==> config.mk <==
export PLATFORM = sky130hd
export DESIGN_NAME = xor_checked_packet_deframer_unit_flat
export DESIGN_NICKNAME = d
export VERILOG_FILES = /design/src/rtl/core/xcpd_pkg.sv /design/src/rtl/core/xcpd_in_if.sv /design/src/rtl/core/xcpd_out_if.sv /design/src/rtl/core/xcpd_fsm.sv /design/src/rtl/core/xor_checked_packet_deframer_unit.sv /design/src/flat_wrapper.sv
export SDC_FILE = /design/constraint.sdc
export NUM_CORES = 1
export LEC_CHECK = 0
export BUFFER_PORTS_ARGS = -buffer_cell sky130_fd_sc_hd__buf_2
export CORE_MARGIN = 8
export CORE_UTILIZATION = 40
export CTS_BUF_LIST = sky130_fd_sc_hd__clkbuf_4
export DETAILED_ROUTE_END_ITERATION = 10
export GPL_TIMING_DRIVEN = 1
export PLACE_DENSITY = 0.61
export SLEW_MARGIN = 20
export SYNTH_ARGS = -nofsm -noshare
export SYNTH_HDL_FRONTEND = slang
export SYNTH_HIERARCHICAL = 1
export SYNTH_SLANG_ARGS = --single-unit
==> constraint.sdc <==
create_clock -name clk_i -period 3.1 [get_ports clk_i]
set_clock_uncertainty 0.1 [all_clocks]
set_input_delay 0.31 -clock clk_i [delete_from_list [all_inputs] [get_ports clk_i]]
set_output_delay 0.31 -clock clk_i [all_outputs]
set_load 0.05 [all_outputs]
==> src/rtl/core/xcpd_pkg.sv <==
// ----------------------------------------------------------------------------
// xcpd_pkg
// Shared constants and types for the XOR-checked packet deframer.
// ----------------------------------------------------------------------------
package xcpd_pkg;

  localparam int unsigned PhaseW = 3;

  localparam logic [PhaseW-1:0] PH_HUNT1   = 3'd0;
  localparam logic [PhaseW-1:0] PH_HUNT2   = 3'd1;
  localparam logic [PhaseW-1:0] PH_TYPE    = 3'd2;
  localparam logic [PhaseW-1:0] PH_LENGTH  = 3'd3;
  localparam logic [PhaseW-1:0] PH_PAYLOAD = 3'd4;
  localparam logic [PhaseW-1:0] PH_CHECK   = 3'd5;

  typedef enum logic [1:0] {
    EV_PAYLOAD = 2'd0,
    EV_GOOD    = 2'd1,
    EV_BAD     = 2'd2
  } event_e;

  localparam int unsigned CfgIdxW  = 1;
  localparam int unsigned CfgDataW = 8;

  localparam logic [CfgIdxW-1:0] REG_FIRST_HEADER  = 1'd0;
  localparam logic [CfgIdxW-1:0] REG_SECOND_HEADER = 1'd1;

  localparam logic [7:0] FIRST_HEADER_RST  = 8'd170;
  localparam logic [7:0] SECOND_HEADER_RST = 8'd85;

  typedef struct packed {
    logic [1:0] event_res;
    logic [7:0] frame_type;
    logic [7:0] frame_length;
    logic [7:0] byte_index;
    logic [7:0] payload_byte;
  } res_t;

endpackage

==> src/rtl/core/xcpd_in_if.sv <==
// ----------------------------------------------------------------------------
// xcpd_in_if
// Received-byte channel: valid/ready handshake with byte and buffer-end flag.
// ----------------------------------------------------------------------------
interface xcpd_in_if;
  logic       valid;
  logic       ready;
  logic [7:0] rx_byte;
  logic       buffer_end;

  modport source (output valid, output rx_byte, output buffer_end, input ready);
  modport sink   (input valid, input rx_byte, input buffer_end, output ready);
endinterface

==> src/rtl/core/xcpd_out_if.sv <==
// ----------------------------------------------------------------------------
// xcpd_out_if
// Event channel: valid/ready handshake with one payload or frame-end event.
// ----------------------------------------------------------------------------
interface xcpd_out_if;
  logic       valid;
  logic       ready;
  logic [1:0] event_res;
  logic [7:0] frame_type;
  logic [7:0] frame_length;
  logic [7:0] byte_index;
  logic [7:0] payload_byte;

  modport source (output valid, output event_res, output frame_type,
                  output frame_length, output byte_index, output payload_byte,
                  input ready);
  modport sink   (input valid, input event_res, input frame_type,
                  input frame_length, input byte_index, input payload_byte,
                  output ready);
endinterface

==> src/rtl/core/xcpd_fsm.sv <==
// ----------------------------------------------------------------------------
// xcpd_fsm
// Frame parser: header hunt, type/length capture, payload count, XOR check.
// ----------------------------------------------------------------------------
module xcpd_fsm
  import xcpd_pkg::*;
(
  input  logic       clk_i,
  input  logic       rst_ni,
  input  logic       accept_i,
  input  logic [7:0] rx_byte_i,
  input  logic       buffer_end_i,
  input  logic [7:0] first_header_i,
  input  logic [7:0] second_header_i,
  output logic       res_valid_o,
  output res_t       res_o
);

  logic [PhaseW-1:0] phase_q, phase_d;
  logic [7:0]        type_q, type_d;
  logic [7:0]        length_q, length_d;
  logic [7:0]        count_q, count_d;
  logic [7:0]        xor_q, xor_d;

  always_comb begin
    phase_d     = phase_q;
    type_d      = type_q;
    length_d    = length_q;
    count_d     = count_q;
    xor_d       = xor_q;
    res_valid_o = 1'b0;
    res_o.event_res    = EV_PAYLOAD;
    res_o.frame_type   = type_q;
    res_o.frame_length = length_q;
    res_o.byte_index   = count_q;
    res_o.payload_byte = rx_byte_i;

    case (phase_q)
      PH_HUNT1: begin
        if (rx_byte_i == first_header_i) phase_d = PH_HUNT2;
      end
      PH_HUNT2: begin
        if (rx_byte_i == second_header_i)     phase_d = PH_TYPE;
        else if (rx_byte_i == first_header_i) phase_d = PH_HUNT2;
        else                                  phase_d = PH_HUNT1;
      end
      PH_TYPE: begin
        type_d  = rx_byte_i;
        xor_d   = rx_byte_i;
        phase_d = PH_LENGTH;
      end
      PH_LENGTH: begin
        length_d = rx_byte_i;
        xor_d    = xor_q ^ rx_byte_i;
        count_d  = 8'd0;
        phase_d  = (rx_byte_i == 8'd0) ? PH_CHECK : PH_PAYLOAD;
      end
      PH_PAYLOAD: begin
        res_valid_o = 1'b1;
        xor_d       = xor_q ^ rx_byte_i;
        count_d     = count_q + 8'd1;
        if (count_d == length_q) phase_d = PH_CHECK;
      end
      PH_CHECK: begin
        res_valid_o        = 1'b1;
        res_o.event_res    = (rx_byte_i == xor_q) ? EV_GOOD : EV_BAD;
        res_o.byte_index   = 8'd0;
        res_o.payload_byte = 8'd0;
        phase_d            = PH_HUNT1;
      end
      default: begin
        phase_d = PH_HUNT1;
      end
    endcase

    if (buffer_end_i) phase_d = PH_HUNT1;
  end

  always_ff @(posedge clk_i or negedge rst_ni) begin
    if (!rst_ni) begin
      phase_q  <= PH_HUNT1;
      type_q   <= 8'd0;
      length_q <= 8'd0;
      count_q  <= 8'd0;
      xor_q    <= 8'd0;
    end else if (accept_i) begin
      phase_q  <= phase_d;
      type_q   <= type_d;
      length_q <= length_d;
      count_q  <= count_d;
      xor_q    <= xor_d;
    end
  end

endmodule

==> src/rtl/core/xor_checked_packet_deframer_unit.sv <==
// ----------------------------------------------------------------------------
// xor_checked_packet_deframer_unit
// Hunts for a two-byte header, then type, length, payload and an XOR checksum.
// ----------------------------------------------------------------------------
// One byte is taken per cycle while input ready is high; each transaction
// updates the parser state in the cycle it is accepted and its event, if
// any, appears in the output register on the next cycle. Input ready stays
// high unless the output register holds an event that is not being taken.
// Payload bytes produce an event with their index; the checksum byte
// produces a good/bad verdict. A byte flagged buffer_end is processed and
// then drops any frame in progress. Header bytes are written through the
// cfg port (index 0 first header, 1 second header) and should only be
// changed while the block is idle.
module xor_checked_packet_deframer_unit
  import xcpd_pkg::*;
(
  input  logic                clk_i,
  input  logic                rst_ni,
  input  logic                cfg_we_i,
  input  logic [CfgIdxW-1:0]  cfg_idx_i,
  input  logic [CfgDataW-1:0] cfg_data_i,
  xcpd_in_if.sink             rx_i,
  xcpd_out_if.source          ev_o
);

  logic [7:0] first_hdr_q, second_hdr_q;
  logic       accept;
  logic       res_valid;
  res_t       res;
  logic       out_valid_q;
  res_t       out_q;

  always_ff @(posedge clk_i or negedge rst_ni) begin
    if (!rst_ni) begin
      first_hdr_q  <= FIRST_HEADER_RST;
      second_hdr_q <= SECOND_HEADER_RST;
    end else if (cfg_we_i) begin
      case (cfg_idx_i)
        REG_FIRST_HEADER:  first_hdr_q  <= cfg_data_i;
        REG_SECOND_HEADER: second_hdr_q <= cfg_data_i;
        default: ;
      endcase
    end
  end

  assign rx_i.ready = !out_valid_q || ev_o.ready;
  assign accept     = rx_i.valid && rx_i.ready;

  xcpd_fsm u_fsm (
    .clk_i           (clk_i),
    .rst_ni          (rst_ni),
    .accept_i        (accept),
    .rx_byte_i       (rx_i.rx_byte),
    .buffer_end_i    (rx_i.buffer_end),
    .first_header_i  (first_hdr_q),
    .second_header_i (second_hdr_q),
    .res_valid_o     (res_valid),
    .res_o           (res)
  );

  always_ff @(posedge clk_i or negedge rst_ni) begin
    if (!rst_ni) begin
      out_valid_q <= 1'b0;
    end else if (rx_i.ready) begin
      out_valid_q <= accept && res_valid;
    end
  end

  always_ff @(posedge clk_i) begin
    if (accept && res_valid) begin
      out_q <= res;
    end
  end

  assign ev_o.valid        = out_valid_q;
  assign ev_o.event_res    = out_q.event_res;
  assign ev_o.frame_type   = out_q.frame_type;
  assign ev_o.frame_length = out_q.frame_length;
  assign ev_o.byte_index   = out_q.byte_index;
  assign ev_o.payload_byte = out_q.payload_byte;

endmodule

==> src/flat_wrapper.sv <==
// flat-port wrapper written by rule: the top's interface ports become plain ports
module xor_checked_packet_deframer_unit_flat import xcpd_pkg::*;
  (clk_i, rst_ni, cfg_we_i, cfg_idx_i, cfg_data_i, rx_i_valid, rx_i_rx_byte, rx_i_buffer_end, rx_i_ready, ev_o_valid, ev_o_event_res, ev_o_frame_type, ev_o_frame_length, ev_o_byte_index, ev_o_payload_byte, ev_o_ready);
  xcpd_in_if rx_i_i ();
  xcpd_out_if ev_o_i ();
  input  logic clk_i;
  input  logic rst_ni;
  input  logic cfg_we_i;
  input  logic [CfgIdxW-1:0] cfg_idx_i;
  input  logic [CfgDataW-1:0] cfg_data_i;
  input wire logic [$bits(rx_i_i.valid)-1:0] rx_i_valid;
  input wire logic [$bits(rx_i_i.rx_byte)-1:0] rx_i_rx_byte;
  input wire logic [$bits(rx_i_i.buffer_end)-1:0] rx_i_buffer_end;
  output wire logic [$bits(rx_i_i.ready)-1:0] rx_i_ready;
  output wire logic [$bits(ev_o_i.valid)-1:0] ev_o_valid;
  output wire logic [$bits(ev_o_i.event_res)-1:0] ev_o_event_res;
  output wire logic [$bits(ev_o_i.frame_type)-1:0] ev_o_frame_type;
  output wire logic [$bits(ev_o_i.frame_length)-1:0] ev_o_frame_length;
  output wire logic [$bits(ev_o_i.byte_index)-1:0] ev_o_byte_index;
  output wire logic [$bits(ev_o_i.payload_byte)-1:0] ev_o_payload_byte;
  input wire logic [$bits(ev_o_i.ready)-1:0] ev_o_ready;
  assign rx_i_i.valid = rx_i_valid;
  assign rx_i_i.rx_byte = rx_i_rx_byte;
  assign rx_i_i.buffer_end = rx_i_buffer_end;
  assign rx_i_ready = rx_i_i.ready;
  assign ev_o_valid = ev_o_i.valid;
  assign ev_o_event_res = ev_o_i.event_res;
  assign ev_o_frame_type = ev_o_i.frame_type;
  assign ev_o_frame_length = ev_o_i.frame_length;
  assign ev_o_byte_index = ev_o_i.byte_index;
  assign ev_o_payload_byte = ev_o_i.payload_byte;
  assign ev_o_i.ready = ev_o_ready;
  xor_checked_packet_deframer_unit u_core (.clk_i(clk_i), .rst_ni(rst_ni), .cfg_we_i(cfg_we_i), .cfg_idx_i(cfg_idx_i), .cfg_data_i(cfg_data_i), .rx_i(rx_i_i), .ev_o(ev_o_i));
endmodule
# Word-level counts from Yosys, hierarchy flattened
# Cells that the tools add are included.
# word_totals
register_bits	86
input_bits	23
output_inout_bits	36
# op_classes
n_addsub	1
n_eq_ne	11
mux	11
bitwise	2
reduce_logical	17
# op_table
cell	count
8-bit == test	4
8-bit case mux with 2 select lines	2
3-bit case mux with 5 select lines	1
2-bit AND reduction	6
3-bit two-way mux	3
8-bit by 1-bit adder with 8-bit output (second input constant)	1
8-bit logical NOT	1
8-bit bitwise XOR	1
3-bit by 2-bit == test with 1-bit output (second input constant)	2
3-bit == test (second input constant)	2
3-bit != test (second input constant)	2
2-bit two-way mux	2
2-bit nonzero test	2
2-bit OR reduction	2
3-bit by 1-bit == test with 1-bit output (second input constant)	1
3-bit logical NOT	1
1-bit two-way mux	3
3-bit AND reduction	1
1-bit logical AND	2
1-bit logical NOT	1
1-bit logical OR	1
1-bit inverter	1

# Depth between registers and ports, before layout
# depth
word_depth	5
mapped_depth	10
depth_no_buf	8

# Cells and area by module
# The synthesis kept the hierarchy.
# modules_own_cells
module	n_inst	cells_per_inst	area_each_um2
xcpd_fsm	1	275	2454.9
xor_checked_packet_deframer_unit	1	75	1724.2

# Worst setup path after synthesis
# Ideal clock, no wire load.
# synth_path
kind	register to register
start	reg u_core.out_valid_q, in the netlist u_core/ev_o.valid
end	reg u_core.out_q, in the netlist u_core/ev_o.byte_index[0] (enable)
setup_time_ns	0.429
arrival_ns	2.685
required_ns	2.571
setup_slack_ns	-0.114
stages_incl_launch_ff	3
period_less_slack_ns	3.214
cell_sequence	dfrtp_1 nand2b_1 nor2b_1
# synth_between
elab_chain_cells	4
# synth_rtl
element	line	rtl
start, declared	xor_checked_packet_deframer_unit.sv:30	logic out_valid_q;
start signal, assigned	xor_checked_packet_deframer_unit.sv:65	out_valid_q <= accept && res_valid;
1-bit logical NOT	xor_checked_packet_deframer_unit.sv:46	assign rx_i.ready = !out_valid_q || ev_o.ready;
1-bit logical OR	xor_checked_packet_deframer_unit.sv:46	
named net rx_i_ready	flat_wrapper.sv:14	output wire logic [$bits(rx_i_i.ready)-1:0] rx_i_ready;
1-bit logical AND	xor_checked_packet_deframer_unit.sv:47	assign accept = rx_i.valid && rx_i.ready;
1-bit logical AND	xor_checked_packet_deframer_unit.sv:70	if (accept && res_valid) begin
end signal, assigned	xor_checked_packet_deframer_unit.sv:71	out_q <= res;
end, declared	xor_checked_packet_deframer_unit.sv:31	res_t out_q;
# The timed path passes the listed nets, and every way through them passes these cells.
# A chain may end at the register's enable or synchronous reset.

# Final worst setup path
# layout_path
start	reg u_core.out_valid_q, in the netlist u_core/ev_o.valid
end	reg u_core.u_fsm.type_q[1]
# layout_between
elab_chain_cells	4
# layout_rtl
element	line	rtl
1-bit logical NOT	xor_checked_packet_deframer_unit.sv:46	
1-bit logical OR	xor_checked_packet_deframer_unit.sv:46	
1-bit logical AND	xor_checked_packet_deframer_unit.sv:47	
named net u_core.accept	xor_checked_packet_deframer_unit.sv:27	logic accept;
2-bit AND reduction (no source line)	-	
end signal, assigned	xcpd_fsm.sv:88	type_q <= type_d;
end, declared	xcpd_fsm.sv:20	logic [7:0] type_q, type_d;
# The timed path passes the listed nets, and every way through them passes these cells.

==> results.sh <==
export IMPL_status="completed"
export IMPL_ios=59
export IMPL_core_area_mm2=0.0102
export IMPL_use_met3_pct=3.38
export IMPL_ctsHtreeMaxLevel=3
export IMPL_die_area_mm2=0.0140
export IMPL_synth_top_area_share_pct=26.3
export IMPL_synth_common_cells="44 x dfrtp_1, 34 x edfxtp_1, 25 x o22ai_1, 24 x mux2_2, 23 x nand2_1"
export IMPL_holdWs_ns=0.0428
export IMPL_post_route_min_period_ns=2.62
export IMPL_yosysWarnings=6
export IMPL_timing_max_cap_violations=0
export IMPL_synth_main_ff_cell="dfrtp_1"
export IMPL_drive_gt1_share_pct=30.8
export IMPL_synth_xor_xnor_area_share_pct=7.13
export IMPL_area_growth_synth_to_final_pct=15.1
export IMPL_utilization_pct=47.0
export IMPL_drtAntennaViolNets=0
export IMPL_grt_pass1_vias=2908
export IMPL_start_kind="register"
export IMPL_slew_headroom_pct=53.5
export IMPL_synth_edf_count=34
export IMPL_first_pass_iters=7
export IMPL_vias_per_cell=5.28
export IMPL_crit_arrival_ns=2.84
export IMPL_worst_setup_path_type="register to register"
export IMPL_internal_power_mw=2.09
export IMPL_post_place_ws_ns=0.430
export IMPL_hp_class="input port to register"
export IMPL_comb_power_share_pct=29.4
export IMPL_wirelength_um=9060
export IMPL_clk_pin_slew_ns=0.14
export IMPL_clkPwrFrac_pct=22.7
export IMPL_synth_area_mm2=0.00418
export IMPL_cts_resized=0
export IMPL_leakage_nw=2.00
export IMPL_post_place_cells=524
export IMPL_power_switching_share_pct=36.1
export IMPL_root_buffer="clkbuf_4"
export IMPL_final_instance_count_excl_fill=550
export IMPL_num_vias=2906
export IMPL_setup_slack_ns=0.476
export IMPL_syn_nets=374
export IMPL_p_switching_mw=1.18
export IMPL_final_max_slew_viol_count=0
export IMPL_dpl_hpwl_um=6260
export IMPL_clock_path_buffers=2
export IMPL_rsz0062_at_grt="no"
export IMPL_route_detailed_drc=0
export IMPL_synth_most_common_cell="dfrtp_1"
export IMPL_syn_avg_cell_area_um2=11.9
export IMPL_yosys_area_top_type="dfrtp_1"
export IMPL_fin_nets=432
export IMPL_ys_seq_area_share_pct=55.8
export IMPL_yosysUniqueCellTypes=45
export IMPL_p_seq_share_pct=47.9
export IMPL_synthSimpleGateAreaFrac_pct=12.0
export IMPL_numCtsBuffers=9
export IMPL_cts_sinks=86
export IMPL_row_count=37
export IMPL_synthMuxAreaShare_pct=9.34
export IMPL_worstPathCellList="nand2b_1 > and2_1 > inv_1 > nor2_1 > nand2_1 > nor2_2 > mux2_2"
export IMPL_ys_ff_latch=86
export IMPL_final_setup_viol_count=0
export IMPL_synth_top_family_by_area="compound AO/OA/AOI/OAI gates"
export IMPL_gp_congestion=0.815
export IMPL_tightest_slew_ns=0.698
export IMPL_grt_max_degree=35
export IMPL_io_buffer_count=58
export IMPL_synth_area_leaders="dfrtp_1 26%, edfxtp_1 24%, mux2_2 6.5%, dfstp_2 5.0%, xor2_1 4.0%"
export IMPL_grt_usage_pct=13.2
export IMPL_met1_usage_pct=16.0
export IMPL_finalSetupTns_ns=0
export IMPL_dieWidth_um=118
export IMPL_grt_busiest_layer="met2"
export IMPL_antenna_found_initial=1
export IMPL_final_hold_violation_count=0
export IMPL_synth_compound_area_share_pct=12.0
export IMPL_fp_dieH_um=118
export IMPL_use_met2_pct=21.0
export IMPL_grt_pass1_wl_um=14900
export IMPL_critical_path_required_ns=3.32
export IMPL_clk_latency_ns=0.43
export IMPL_cpMaxStageDelayCell="nor2_2"
export IMPL_peakVddDrop_mv=0.294
export IMPL_cts_tree="built"
export IMPL_wl_per_cell_um=16.5
export IMPL_grt_remaining_overflow=0
export IMPL_async_flop_share_pct=60.5
export IMPL_endpoint_kind="register"
export IMPL_cpPeakStageDelay_ns=0.42
export IMPL_cellPowerDensity_mw_per_mm2=681
export IMPL_synthAdderAreaFrac_pct=0.299
export IMPL_worstPathMaxFanout=12
export IMPL_max_freq_mhz=381
export IMPL_drt_initial_drc_count=218
export IMPL_fin_crit_sh_pct=84.7
export IMPL_start_util_pct=40.8
export IMPL_synthCells=350
==> cells in the final DEF (no fill, tap or decap), types with 3 or more instances in the layout <==
cell type	netlist	routed
o21ai_0	11	11
buf_2	12	58
dfrtp_1	44	44
a22o_1	10	10
inv_6	0	4
a211oi_1	8	8
mux2_2	24	24
and2_1	20	20
edfxtp_1	34	34
dlygate4sd3_1	0	9
inv_1	4	4
xnor2_1	15	15
mux2_4	8	8
or3_1	3	3
o22ai_1	25	25
o31ai_1	3	3
xor2_1	19	19
a31oi_1	3	3
nand2_1	23	23
nor2_1	9	9
a21oi_1	10	10
nand3_1	10	10
dfstp_2	8	8
buf_4	1	4
clkbuf_4	0	9
nor4_1	8	8
==> layout make-up <==
type | count | area, µm²
flip-flops and latches | 86 | 2330
diodes | 1 | 2.50
fillers | 920 | 5420
clock buffers | 9 | 67.6
well taps | 136 | 170
multi-input cells | 235 | 1710
inverters | 5 | 18.8
repair buffers | 71 | 410
clock inverters | 7 | 100
==> what timing repair did <==
item,CTS,global route
hold endpoints to repair,34,0
buffers inserted,0,0
hold buffers,9,0
endpoints found under the setup margin,0,0
==> worst paths after layout <==
kind,slack [ns],cells past startpoint,to,startpoint
min,0.04,3,u_core/ev_o.valid$_DFFE_PN0P_,rx_i_valid
max,0.48,7,u_core/u_fsm/type_q[1]$_DFFE_PN0P_,u_core/ev_o.valid$_DFFE_PN0P_
min in group asynchronous,0.25,2,u_core/ev_o.valid$_DFFE_PN0P_,rst_ni
min reg2reg,0.35,0,u_core/ev_o.frame_type[1]$_DFFE_PP_,u_core/u_fsm/type_q[1]$_DFFE_PN0P_
max in group asynchronous,1.98,3,u_core/second_hdr_q[4]$_DFFE_PN1P_,rst_ni
max reg2reg,0.48,7,u_core/u_fsm/type_q[1]$_DFFE_PN0P_,u_core/ev_o.valid$_DFFE_PN0P_
==> power groups by stage <==
stage,combinational (mW),sequential (mW),clock (mW)
6_report,0.961,1.57,0.744
2_1_floorplan,0.583,1.75,0
4_1_cts,0.971,1.57,0.770
5_1_grt,1.05,1.60,0.813
3_5_place_dp,0.956,1.59,0
3_3_place_gp,0.935,1.58,0
==> routing by layer <==
metal,up-vias,wire length (µm)
li1,1402,-
met1,1394,4000
met2,93,4250
met3,17,577
met4,0,226
met5,-,0
==> logic make-up after synthesis <==
group / Yosys count
and+or+nand+nor: 92
adders and majority gates: 1
AOI/OAI and AO/OA: 76
muxes: 32
buffers and inverters: 29
xor gates and xnor gates: 34
DFF: 86
==> per-stage QoR <==
step | cell area [µm²] | total power [mW]
finish | 4810 | 3.27
global route | 4810 | 3.46
CTS | 4810 | 3.31
detailed placement | 4550 | 2.55
global placement | 4550 | 2.52
floorplan | 4180 | 2.33
==> state kept, by name, indices dropped and copies added, names as in the netlist <==
register	cells
u_core/ev_o.byte_index	8
u_core/ev_o.frame_length	8
u_core/ev_o.frame_type	8
u_core/ev_o.payload_byte	8
u_core/first_hdr_q	8
u_core/second_hdr_q	8
u_core/u_fsm/count_q	8
u_core/u_fsm/length_q	8
u_core/u_fsm/type_q	8
u_core/u_fsm/xor_q	8
u_core/u_fsm/phase_q	3
u_core/ev_o.event_res	2
u_core/ev_o.valid	1
==> critical path: cells and delay by family (launching register included) <==
kind,cells,cell delay [ns]
buffers and inverters,1,0.15
and+or+nand+nor,5,1.46
DFF,1,0.41
muxes,1,0.38
No activity file was read; power rests on OpenSTA's default activity.
